===== src/hw/rtl/fit_scale_pixel_address_mapper_core_defines.svh =====
// ----------------------------------------------------------------------------
// Assertion macros for the fit-scale pixel address mapper
// Concurrent assertion wrappers that drop out of synthesis builds.
// ----------------------------------------------------------------------------
`ifndef FIT_SCALE_PIXEL_ADDRESS_MAPPER_CORE_DEFINES_SVH
`define FIT_SCALE_PIXEL_ADDRESS_MAPPER_CORE_DEFINES_SVH

`ifndef SYNTHESIS
// Checked at every rising clock edge outside reset.
`define FSPAM_ASSERT(name, clock, reset, prop) \
  name: assert property (@(posedge clock) disable iff (reset) prop) \
    else $error("fspam assertion failed");
// Checked at every rising clock edge, during reset too.
`define FSPAM_ASSERT_ALWAYS(name, clock, prop) \
  name: assert property (@(posedge clock) prop) \
    else $error("fspam assertion failed");
`else
`define FSPAM_ASSERT(name, clock, reset, prop)
`define FSPAM_ASSERT_ALWAYS(name, clock, prop)
`endif

`endif


===== src/hw/rtl/fspam_pkg.sv =====
// ----------------------------------------------------------------------------
// fspam_pkg
// Widths, register indexes and sequencer states of the pixel address mapper.
// ----------------------------------------------------------------------------
package fspam_pkg;

  localparam int MAX_DIM   = 1024;
  localparam int FRAC_BITS = 16;

  localparam int DIM_W   = 11;                  // source sizes and image sizes
  localparam int COORD_W = 10;                  // screen and output coordinates
  localparam int IDX_W   = 20;                  // raster index
  localparam int SCALE_W = COORD_W + FRAC_BITS; // unsigned fixed-point scale
  localparam int NUM_W   = DIM_W + FRAC_BITS;   // dividend and quotient
  localparam int CNT_W   = $clog2(NUM_W + 1);
  localparam int PROD_W  = IDX_W + SCALE_W;
  localparam int CFG_IDX_W = 3;

  localparam logic [CNT_W-1:0]   DIV_STEPS = CNT_W'(NUM_W);
  localparam logic [SCALE_W-1:0] SCALE_MAX = {SCALE_W{1'b1}};
  localparam logic [DIM_W-1:0]   MAX_SIZE  = DIM_W'(MAX_DIM);

  typedef enum logic [CFG_IDX_W-1:0] {
    REG_SRC_WIDTH   = 3'd0,
    REG_SRC_HEIGHT  = 3'd1,
    REG_RECT_LEFT   = 3'd2,
    REG_RECT_TOP    = 3'd3,
    REG_RECT_RIGHT  = 3'd4,
    REG_RECT_BOTTOM = 3'd5
  } cfg_reg_e;

  typedef enum logic {
    FUNC_SETUP = 1'b0,
    FUNC_MAP   = 1'b1
  } func_e;

  typedef enum logic [3:0] {
    ST_IDLE,
    ST_DIV_SA,
    ST_DIV_SB,
    ST_DIV_W,
    ST_DIV_H,
    ST_MAP_X,
    ST_MAP_Y,
    ST_MAP_IDX,
    ST_MAP_SUM,
    ST_OUT
  } state_t;

endpackage


===== src/hw/rtl/fspam_if.sv =====
// ----------------------------------------------------------------------------
// fspam_req_if / fspam_rsp_if
// Valid/ready channels carrying mapper requests and results.
// ----------------------------------------------------------------------------
interface fspam_req_if;
  import fspam_pkg::*;

  logic               valid;
  logic               ready;
  logic               func;
  logic [COORD_W-1:0] out_col;
  logic [COORD_W-1:0] out_row;

  modport source (output valid, output func, output out_col, output out_row,
                  input ready);
  modport sink   (input valid, input func, input out_col, input out_row,
                  output ready);
endinterface

interface fspam_rsp_if;
  import fspam_pkg::*;

  logic               valid;
  logic               ready;
  logic               ok;
  logic [COORD_W-1:0] win_x;
  logic [COORD_W-1:0] win_y;
  logic [DIM_W-1:0]   win_w;
  logic [DIM_W-1:0]   win_h;
  logic [IDX_W-1:0]   src_index;

  modport source (output valid, output ok, output win_x, output win_y,
                  output win_w, output win_h, output src_index, input ready);
  modport sink   (input valid, input ok, input win_x, input win_y,
                  input win_w, input win_h, input src_index, output ready);
endinterface


===== src/hw/rtl/fit_scale_pixel_address_mapper_core.sv =====
// ----------------------------------------------------------------------------
// fit_scale_pixel_address_mapper_core
// Nearest-neighbour fit scaling: frame setup and source pixel addressing.
//
//   channel  direction  handshake            payload
//   req      in         req.valid/req.ready  func, out_col, out_row
//   rsp      out        rsp.valid/rsp.ready  ok, win_x/y/w/h, src_index
//   cfg      in         cfg_we               cfg_index, cfg_data
//
// A map transaction goes from acceptance to the result register through three
// passes of the shared multiplier, one add and the output load.
// A setup transaction runs four 27-step restoring divisions on one shared
// subtract unit; a rejected setup or map goes straight to the output load.
// One transaction is in flight at a time; req.ready is high only when idle.
// A result waiting on rsp does not block acceptance of the next request.
// Reset is synchronous and clears configuration and frame state to zero.
// ----------------------------------------------------------------------------
`include "fit_scale_pixel_address_mapper_core_defines.svh"

module fit_scale_pixel_address_mapper_core (
  input  logic                             clk,
  input  logic                             rst,
  fspam_req_if.sink                        req,
  fspam_rsp_if.source                      rsp,
  input  logic                             cfg_we,
  input  logic [fspam_pkg::CFG_IDX_W-1:0]  cfg_index,
  input  logic [fspam_pkg::DIM_W-1:0]      cfg_data
);
  import fspam_pkg::*;

  // Configuration registers
  logic [DIM_W-1:0]   src_width, src_height;
  logic [COORD_W-1:0] rect_left, rect_top, rect_right, rect_bottom;

  // Frame state
  logic [SCALE_W-1:0] scale_q;
  logic [DIM_W-1:0]   img_w, img_h;
  logic [COORD_W-1:0] org_x, org_y;
  logic               setup_valid;

  // Sequencer and working registers
  state_t             state, state_next;
  logic [DIM_W-1:0]   rw, rh;
  logic [COORD_W-1:0] col, row;
  logic [IDX_W-1:0]   sx;
  logic [PROD_W-1:0]  prod;
  logic               res_ok;
  logic [IDX_W-1:0]   res_idx;
  logic               out_valid;

  // Shared divider
  logic [NUM_W-1:0]   div_q;
  logic [SCALE_W-1:0] div_r;
  logic [SCALE_W-1:0] div_d;
  logic [CNT_W-1:0]   div_cnt;
  logic [SCALE_W:0]   div_trial;
  logic               div_ge;
  logic               div_done;

  // Combinational helpers
  logic               accept;
  logic               setup_err;
  logic [DIM_W-1:0]   rw_calc, rh_calc;
  logic               map_hit;
  logic [SCALE_W-1:0] q_sat;
  logic [SCALE_W-1:0] s_max;
  logic [DIM_W-1:0]   w_clamp, h_clamp;
  logic [IDX_W-1:0]   src_w_ext, src_h_ext;
  logic [IDX_W-1:0]   prod_int;
  logic [IDX_W-1:0]   sx_clamp, sy_clamp;
  logic [IDX_W-1:0]   mul_a;
  logic [SCALE_W-1:0] mul_b;
  logic [PROD_W-1:0]  prod_next;
  logic               out_load;
  logic               div_active;
  logic               frame_clear;

  assign accept   = req.valid && req.ready;
  assign out_load = (state == ST_OUT) && (!out_valid || rsp.ready);

  assign rw_calc = DIM_W'(rect_right - rect_left) + DIM_W'(1);
  assign rh_calc = DIM_W'(rect_bottom - rect_top) + DIM_W'(1);
  assign setup_err = (src_width == '0) || (src_height == '0) ||
                     (src_width > MAX_SIZE) || (src_height > MAX_SIZE) ||
                     (rect_right < rect_left) || (rect_bottom < rect_top);
  assign map_hit = setup_valid && ({1'b0, req.out_col} < img_w) &&
                   ({1'b0, req.out_row} < img_h);

  // One restoring division step per cycle.
  assign div_trial = {div_r, div_q[NUM_W-1]};
  assign div_ge    = div_trial >= {1'b0, div_d};
  assign div_done  = (div_cnt == '0);

  // Quotient saturated to the scale width; the scale is never below one LSB.
  assign q_sat = div_q[NUM_W-1] ? SCALE_MAX : div_q[SCALE_W-1:0];
  always_comb begin
    s_max = (q_sat > scale_q) ? q_sat : scale_q;
    if (s_max == '0) begin
      s_max = SCALE_W'(1);
    end
  end
  assign w_clamp = (div_q > NUM_W'(rw)) ? rw : div_q[DIM_W-1:0];
  assign h_clamp = (div_q > NUM_W'(rh)) ? rh : div_q[DIM_W-1:0];

  // Source coordinates clamp to the last column or row, modulo the index width.
  assign src_w_ext = IDX_W'(src_width);
  assign src_h_ext = IDX_W'(src_height);
  assign prod_int  = prod[FRAC_BITS +: IDX_W];
  assign sx_clamp  = (prod_int >= src_w_ext) ? src_w_ext - IDX_W'(1) : prod_int;
  assign sy_clamp  = (prod_int >= src_h_ext) ? src_h_ext - IDX_W'(1) : prod_int;

  // Shared multiplier operands
  always_comb begin
    mul_a = IDX_W'(col);
    mul_b = scale_q;
    case (state)
      ST_MAP_Y:   mul_a = IDX_W'(row);
      ST_MAP_IDX: begin
        mul_a = sy_clamp;
        mul_b = SCALE_W'(src_width);
      end
      default:    ;
    endcase
  end
  assign prod_next = PROD_W'(mul_a) * PROD_W'(mul_b);

  // Sequencer
  always_ff @(posedge clk) begin
    if (rst) begin
      state <= ST_IDLE;
    end else begin
      state <= state_next;
    end
  end

  always_comb begin
    state_next = state;
    unique case (state)
      ST_IDLE: begin
        if (accept) begin
          if (req.func == FUNC_SETUP) begin
            state_next = setup_err ? ST_OUT : ST_DIV_SA;
          end else begin
            state_next = map_hit ? ST_MAP_X : ST_OUT;
          end
        end
      end
      ST_DIV_SA:  if (div_done) state_next = ST_DIV_SB;
      ST_DIV_SB:  if (div_done) state_next = ST_DIV_W;
      ST_DIV_W:   if (div_done) state_next = ST_DIV_H;
      ST_DIV_H:   if (div_done) state_next = ST_OUT;
      ST_MAP_X:   state_next = ST_MAP_Y;
      ST_MAP_Y:   state_next = ST_MAP_IDX;
      ST_MAP_IDX: state_next = ST_MAP_SUM;
      ST_MAP_SUM: state_next = ST_OUT;
      ST_OUT:     if (out_load) state_next = ST_IDLE;
      default:    state_next = ST_IDLE;
    endcase
  end

  // Configuration writes
  always_ff @(posedge clk) begin
    if (rst) begin
      src_width   <= '0;
      src_height  <= '0;
      rect_left   <= '0;
      rect_top    <= '0;
      rect_right  <= '0;
      rect_bottom <= '0;
    end else if (cfg_we) begin
      unique case (cfg_index)
        REG_SRC_WIDTH:   src_width   <= cfg_data;
        REG_SRC_HEIGHT:  src_height  <= cfg_data;
        REG_RECT_LEFT:   rect_left   <= cfg_data[COORD_W-1:0];
        REG_RECT_TOP:    rect_top    <= cfg_data[COORD_W-1:0];
        REG_RECT_RIGHT:  rect_right  <= cfg_data[COORD_W-1:0];
        REG_RECT_BOTTOM: rect_bottom <= cfg_data[COORD_W-1:0];
        default:         ;
      endcase
    end
  end

  // Frame state and control flags
  always_ff @(posedge clk) begin
    if (rst) begin
      scale_q     <= '0;
      img_w       <= '0;
      img_h       <= '0;
      org_x       <= '0;
      org_y       <= '0;
      setup_valid <= 1'b0;
      div_cnt     <= '0;
      out_valid   <= 1'b0;
    end else begin
      if (div_cnt != '0) begin
        div_cnt <= div_cnt - CNT_W'(1);
      end
      case (state)
        ST_IDLE: begin
          if (accept && (req.func == FUNC_SETUP)) begin
            setup_valid <= 1'b0;
            if (setup_err) begin
              scale_q <= '0;
              img_w   <= '0;
              img_h   <= '0;
              org_x   <= '0;
              org_y   <= '0;
            end else begin
              div_cnt <= DIV_STEPS;
            end
          end
        end
        ST_DIV_SA: begin
          if (div_done) begin
            scale_q <= q_sat;
            div_cnt <= DIV_STEPS;
          end
        end
        ST_DIV_SB: begin
          if (div_done) begin
            scale_q <= s_max;
            div_cnt <= DIV_STEPS;
          end
        end
        ST_DIV_W: begin
          if (div_done) begin
            img_w   <= w_clamp;
            div_cnt <= DIV_STEPS;
          end
        end
        ST_DIV_H: begin
          if (div_done) begin
            img_h       <= h_clamp;
            org_x       <= rect_left + COORD_W'((rw - img_w) >> 1);
            org_y       <= rect_top + COORD_W'((rh - h_clamp) >> 1);
            setup_valid <= 1'b1;
          end
        end
        default: ;
      endcase
      if (out_load) begin
        out_valid <= 1'b1;
      end else if (rsp.ready) begin
        out_valid <= 1'b0;
      end
    end
  end

  // Divider and map datapath; no reset needed.
  always_ff @(posedge clk) begin
    case (state)
      ST_IDLE: begin
        rw      <= rw_calc;
        rh      <= rh_calc;
        col     <= req.out_col;
        row     <= req.out_row;
        res_ok  <= 1'b0;
        res_idx <= '0;
        div_q   <= {src_width, FRAC_BITS'(0)};
        div_r   <= '0;
        div_d   <= SCALE_W'(rw_calc);
      end
      ST_DIV_SA, ST_DIV_SB, ST_DIV_W, ST_DIV_H: begin
        if (!div_done) begin
          div_q <= {div_q[NUM_W-2:0], div_ge};
          div_r <= div_ge ? SCALE_W'(div_trial - {1'b0, div_d}) :
                            div_trial[SCALE_W-1:0];
        end else begin
          // Load the next division of the chain.
          div_r <= '0;
          if (state == ST_DIV_SA) begin
            div_q <= {src_height, FRAC_BITS'(0)};
            div_d <= SCALE_W'(rh);
          end else if (state == ST_DIV_SB) begin
            div_q <= {src_width, FRAC_BITS'(0)};
            div_d <= s_max;
          end else begin
            div_q <= {src_height, FRAC_BITS'(0)};
            div_d <= scale_q;
          end
          if (state == ST_DIV_H) begin
            res_ok <= 1'b1;
          end
        end
      end
      ST_MAP_X:   prod <= prod_next;
      ST_MAP_Y: begin
        sx   <= sx_clamp;
        prod <= prod_next;
      end
      ST_MAP_IDX: prod <= prod_next;
      ST_MAP_SUM: begin
        res_idx <= prod[IDX_W-1:0] + sx;
        res_ok  <= 1'b1;
      end
      default: ;
    endcase
  end

  // Result register
  always_ff @(posedge clk) begin
    if (out_load) begin
      rsp.ok        <= res_ok;
      rsp.win_x     <= org_x;
      rsp.win_y     <= org_y;
      rsp.win_w     <= img_w;
      rsp.win_h     <= img_h;
      rsp.src_index <= res_idx;
    end
  end

  assign rsp.valid = out_valid;
  assign req.ready = (state == ST_IDLE);

  assign div_active  = (state == ST_DIV_SA) || (state == ST_DIV_SB) ||
                       (state == ST_DIV_W) || (state == ST_DIV_H);
  assign frame_clear = (scale_q == '0) && (img_w == '0) && (img_h == '0);

  // The divider only counts while a division state owns it.
  `FSPAM_ASSERT(a_div_owner, clk, rst, (div_cnt != '0) |-> div_active)
  // Every accepted request starts work.
  `FSPAM_ASSERT(a_accept_leaves_idle, clk, rst, accept |=> (state != ST_IDLE))
  // Idle without a valid frame, the scale and the image size are all zero.
  `FSPAM_ASSERT(a_idle_cleared, clk, rst, ((state == ST_IDLE) && !setup_valid) |-> frame_clear)
  // A valid frame never has a zero scale.
  `FSPAM_ASSERT_ALWAYS(a_scale_nonzero, clk, setup_valid |-> (scale_q != '0))

endmodule


===== src/flat_wrapper.sv =====
// flat-port wrapper written by rule: the top's interface ports become plain ports
module fit_scale_pixel_address_mapper_core_flat import fspam_pkg::*;
  (clk, rst, cfg_we, cfg_index, cfg_data, req_valid, req_func, req_out_col, req_out_row, req_ready, rsp_valid, rsp_ok, rsp_win_x, rsp_win_y, rsp_win_w, rsp_win_h, rsp_src_index, rsp_ready);
  fspam_req_if req_i ();
  fspam_rsp_if rsp_i ();
  input  logic clk;
  input  logic rst;
  input  logic cfg_we;
  input  logic [fspam_pkg::CFG_IDX_W-1:0] cfg_index;
  input  logic [fspam_pkg::DIM_W-1:0] cfg_data;
  input wire logic [$bits(req_i.valid)-1:0] req_valid;
  input wire logic [$bits(req_i.func)-1:0] req_func;
  input wire logic [$bits(req_i.out_col)-1:0] req_out_col;
  input wire logic [$bits(req_i.out_row)-1:0] req_out_row;
  output wire logic [$bits(req_i.ready)-1:0] req_ready;
  output wire logic [$bits(rsp_i.valid)-1:0] rsp_valid;
  output wire logic [$bits(rsp_i.ok)-1:0] rsp_ok;
  output wire logic [$bits(rsp_i.win_x)-1:0] rsp_win_x;
  output wire logic [$bits(rsp_i.win_y)-1:0] rsp_win_y;
  output wire logic [$bits(rsp_i.win_w)-1:0] rsp_win_w;
  output wire logic [$bits(rsp_i.win_h)-1:0] rsp_win_h;
  output wire logic [$bits(rsp_i.src_index)-1:0] rsp_src_index;
  input wire logic [$bits(rsp_i.ready)-1:0] rsp_ready;
  assign req_i.valid = req_valid;
  assign req_i.func = req_func;
  assign req_i.out_col = req_out_col;
  assign req_i.out_row = req_out_row;
  assign req_ready = req_i.ready;
  assign rsp_valid = rsp_i.valid;
  assign rsp_ok = rsp_i.ok;
  assign rsp_win_x = rsp_i.win_x;
  assign rsp_win_y = rsp_i.win_y;
  assign rsp_win_w = rsp_i.win_w;
  assign rsp_win_h = rsp_i.win_h;
  assign rsp_src_index = rsp_i.src_index;
  assign rsp_i.ready = rsp_ready;
  fit_scale_pixel_address_mapper_core u_core (.clk(clk), .rst(rst), .req(req_i), .rsp(rsp_i), .cfg_we(cfg_we), .cfg_index(cfg_index), .cfg_data(cfg_data));
endmodule

===== config.mk =====
export PLATFORM = sky130hd
export DESIGN_NAME = fit_scale_pixel_address_mapper_core_flat
export DESIGN_NICKNAME = d
export VERILOG_FILES = /design/src/hw/rtl/fspam_pkg.sv /design/src/hw/rtl/fspam_if.sv /design/src/hw/rtl/fit_scale_pixel_address_mapper_core.sv /design/src/flat_wrapper.sv
export VERILOG_INCLUDE_DIRS = /design/src /design/src/hw/rtl
export SDC_FILE = /design/constraint.sdc
export NUM_CORES = 2
export LEC_CHECK = 0
export BUFFER_PORTS_ARGS = -buffer_cell sky130_fd_sc_hd__buf_2
export CORE_MARGIN = 2
export CORE_UTILIZATION = 55
export CTS_BUF_LIST = sky130_fd_sc_hd__clkbuf_4
export DETAILED_ROUTE_END_ITERATION = 16
export HOLD_SLACK_MARGIN = 0.02
export PLACE_DENSITY = 0.81
export SKIP_CTS_REPAIR_TIMING = 1
export SLEW_MARGIN = 15
export SYNTH_ARGS = -nofsm -noshare
export SYNTH_HDL_FRONTEND = slang
export SYNTH_SLANG_ARGS = --single-unit

===== constraint.sdc =====
create_clock -name clk -period 9.5 [get_ports clk]
set_input_delay 1.9 -clock clk [delete_from_list [all_inputs] [get_ports clk]]
set_output_delay 1.9 -clock clk [all_outputs]
set_load 0.05 [all_outputs]

==> qor.yml <==
status:
  run_status: "completed"
clocking:
  clock-root-buffer: "clkbuf_4"
  numCtsBuffers: 101
  cts_sinks: 402
  clk_latency_ns: 0.92
  cts.htree.levels: 3
  clk_pin_slew_worst_paths_ns: 0.09
  cts_tree: "built"
  clk_path_buf_depth: 3
routing:
  viasPerCell: 5.87
  vias: 31000
  wl_per_cell_um: 20.4
  drc: 0
  drt-initial-drc-count: 3023
  wl_mm: 108
  ant_nets: 0
  drtPass1Iterations: 8
setup_path:
  cp_top_family: "adder cells"
  crit_fanout: 11
  r2r_setup_slack_ns: 0.29
  critical_path.startpoint_type: "flop"
  worstPathArrival_ns: 9.91
  cp-end-kind: "flop"
  slowest_delay_ns: 0.54
  worstSetupPathType: "reg -> reg"
  crit_slowest_cell: "fa_1"
  critical_path_buf_inv_count: 9
  worstPathRequired_ns: 10.20
hold_path:
  hold_path_class: "reg -> reg"
synth:
  synth_flop_cell: "edfxtp_1"
  synth_top_cell_by_area: "fa_1"
  syn_avg_cell_area_um2: 9.34
  yosysWarningCount: 0
  ys_seq_elements: 402
  yosysTopAreaCellShare: 0.212
  synth.area.top_cells: "fa_1 (21%), edfxtp_1 (21%), ha_1 (11%)"
  synth_edf_count: 261
  synth_area_mm2: 0.0380
  synth.distinct_cells: 87
  synth_cells: 4065
  synth_seq_area_share: 0.281
  synth-async-reset-ratio: 0
timing:
  finalWorstSetupSlack_ns: 0.291
  fin_hold_ws_ns: 0.401
  fin_crit_ns: 9.21
  fin_crit_sh: 0.969
  finalSetupViolations: 0
  max_freq_mhz: 109
  slew_headroom: 0.177
  skew_ns: 0.102
  maxSlewViolCount: 0
  hold_viol: 0
  tightest_slew_ns: 1.23
final_layout:
  layout_commonest_cell: "inv_1"
  layout.cells.non_filler: 5277
  regArea_mm2: 0.0107
  nNetsFinal: 5066
  layout_common_cells: "inv_1 (681), fa_1 (401), nand2_1 (350)"
  final_layout_size_suffix_gt1_frac: 0.106
  syn_to_final_growth_pct: 9.40
  multi_input_area_mm2: 0.0245
  fillers: 5767
power:
  p_int_uw: 6240
  p_leak_uw: 0.0187
  switchingPower_uw: 5840
  pwr_density_cell_mw_per_mm2: 291
  clkPwrFrac: 0.130
  ir_worst_vdd_v: 0.000393
  p_sw_frac: 0.484
  pwr-share-seq: 0.240
  pwr-share-comb: 0.631
die:
  core_mm2: 0.0685
  die_x_um: 267
  dieArea_mm2: 0.0711
  row_count: 96
  die_h_um: 267
  pin_count: 105
  initial_core_util: 0.554
global_routing:
  first_global_vias: 30800
  overflow: 0
  grt_max_degree: 97
  grt_usage: 0.309
  antenna_found_initial: 10
  grt_pass1_wl_mm: 169
flow_run:
  max_cap_viol_count: 0
placement:
  dp_hpwl_mm: 84.6
  place_ws_ns: 0.227
  place_congestion: 1.05
  portBuffers: 104
  dp_cells: 5082
-- flip-flops by register name, summed over array words and instances (netlist names), 20 cells and up --
register	flops
u_core.prod	36
u_core.div_q	27
u_core.div_d	26
u_core.div_r	26
u_core.scale_q	26
u_core.res_idx	20
u_core.rsp.src_index	20
u_core.sx	20
-- per-layer routing --
metal / vias up / global-route usage / wire length, um
li1: 14100 / - / -
met1: 15000 / 0.409 / 42300
met2: 1582 / 0.482 / 48100
met3: 332 / 0.0707 / 11300
met4: 14 / 0.144 / 5840
met5: - / 0 / 108
-- Yosys cell counts (all sizes together) (46+ instances only) --
master    n
o21ai   124
xnor2    98
a21o     68
inv     683
edfxtp  261
a21oi   279
nor2    307
nand3    73
nor3    177
fa      401
ha      320
nand2   352
dfxtp   141
clkbuf  118
or3      46
-- worst register-to-register path, delay by kind of cell (launching register included) --
kind                     cells  cell delay (ns)
adder cells (fa/ha/maj)      9             4.15
AO/OA/AOI/OAI               15             3.27
buffers and inverters        9             0.81
flip-flops                   1             0.38
AND/OR/NAND/NOR              2             0.25
multiplexers                 1             0.14
-- metrics by stage --
step / total power, uW / instance area [um^2] / util / TNS, ns
floorplan: 8350 / 38300 / - / 0
global placement: 10100 / 40000 / 0.585 / 0
detailed placement: 10300 / 40000 / 0.585 / 0
CTS: 11900 / 41400 / 0.605 / 0
global route: 13100 / 41500 / 0.606 / -0.0407
finish: 12100 / 41500 / 0.606 / 0
-- final timing paths --
| check | from | endpoint | depth (start not counted) |
|---|---|---|---|
| max | u_core.prod[16] | u_core.prod[35] | 36 |
| min reg2reg | u_core.res_idx[10] | u_core.rsp.src_index[10] | 0 |
| max reg2reg | u_core.prod[16] | u_core.prod[35] | 36 |
| min | u_core.res_idx[10] | u_core.rsp.src_index[10] | 0 |
-- power groups by stage --
stage                     sequential, uW  combinational, uW  clock (uW)
after floorplan                     2800               5550           0
after global placement              2890               7230           0
after detailed placement            2900               7410           0
after CTS                           2860               7500        1590
after global routing                2900               8510        1670
final                               2890               7620        1570
-- logic make-up after synthesis --
| family | synth area share |
|---|---|
| and+or+nand+nor | 0.142 |
| buffers and inverters | 0.0860 |
| DFF | 0.281 |
| other | 0.000198 |
| adders and majority gates | 0.317 |
| AOI/OAI and AO/OA | 0.129 |
| muxes | 0.0130 |
| xor gates and xnor gates | 0.0314 |
-- area by class of cell --
type,count,share of cell area
multi-input combinational,2913,0.590
clock buffer,164,0.0297
sequential,402,0.257
antenna,4,0.000241
inverter,684,0.0618
timing repair buffer,203,0.0311
tap,882,0.0266
clock inverter,25,0.00347
Power figures use the tool's default switching activity.
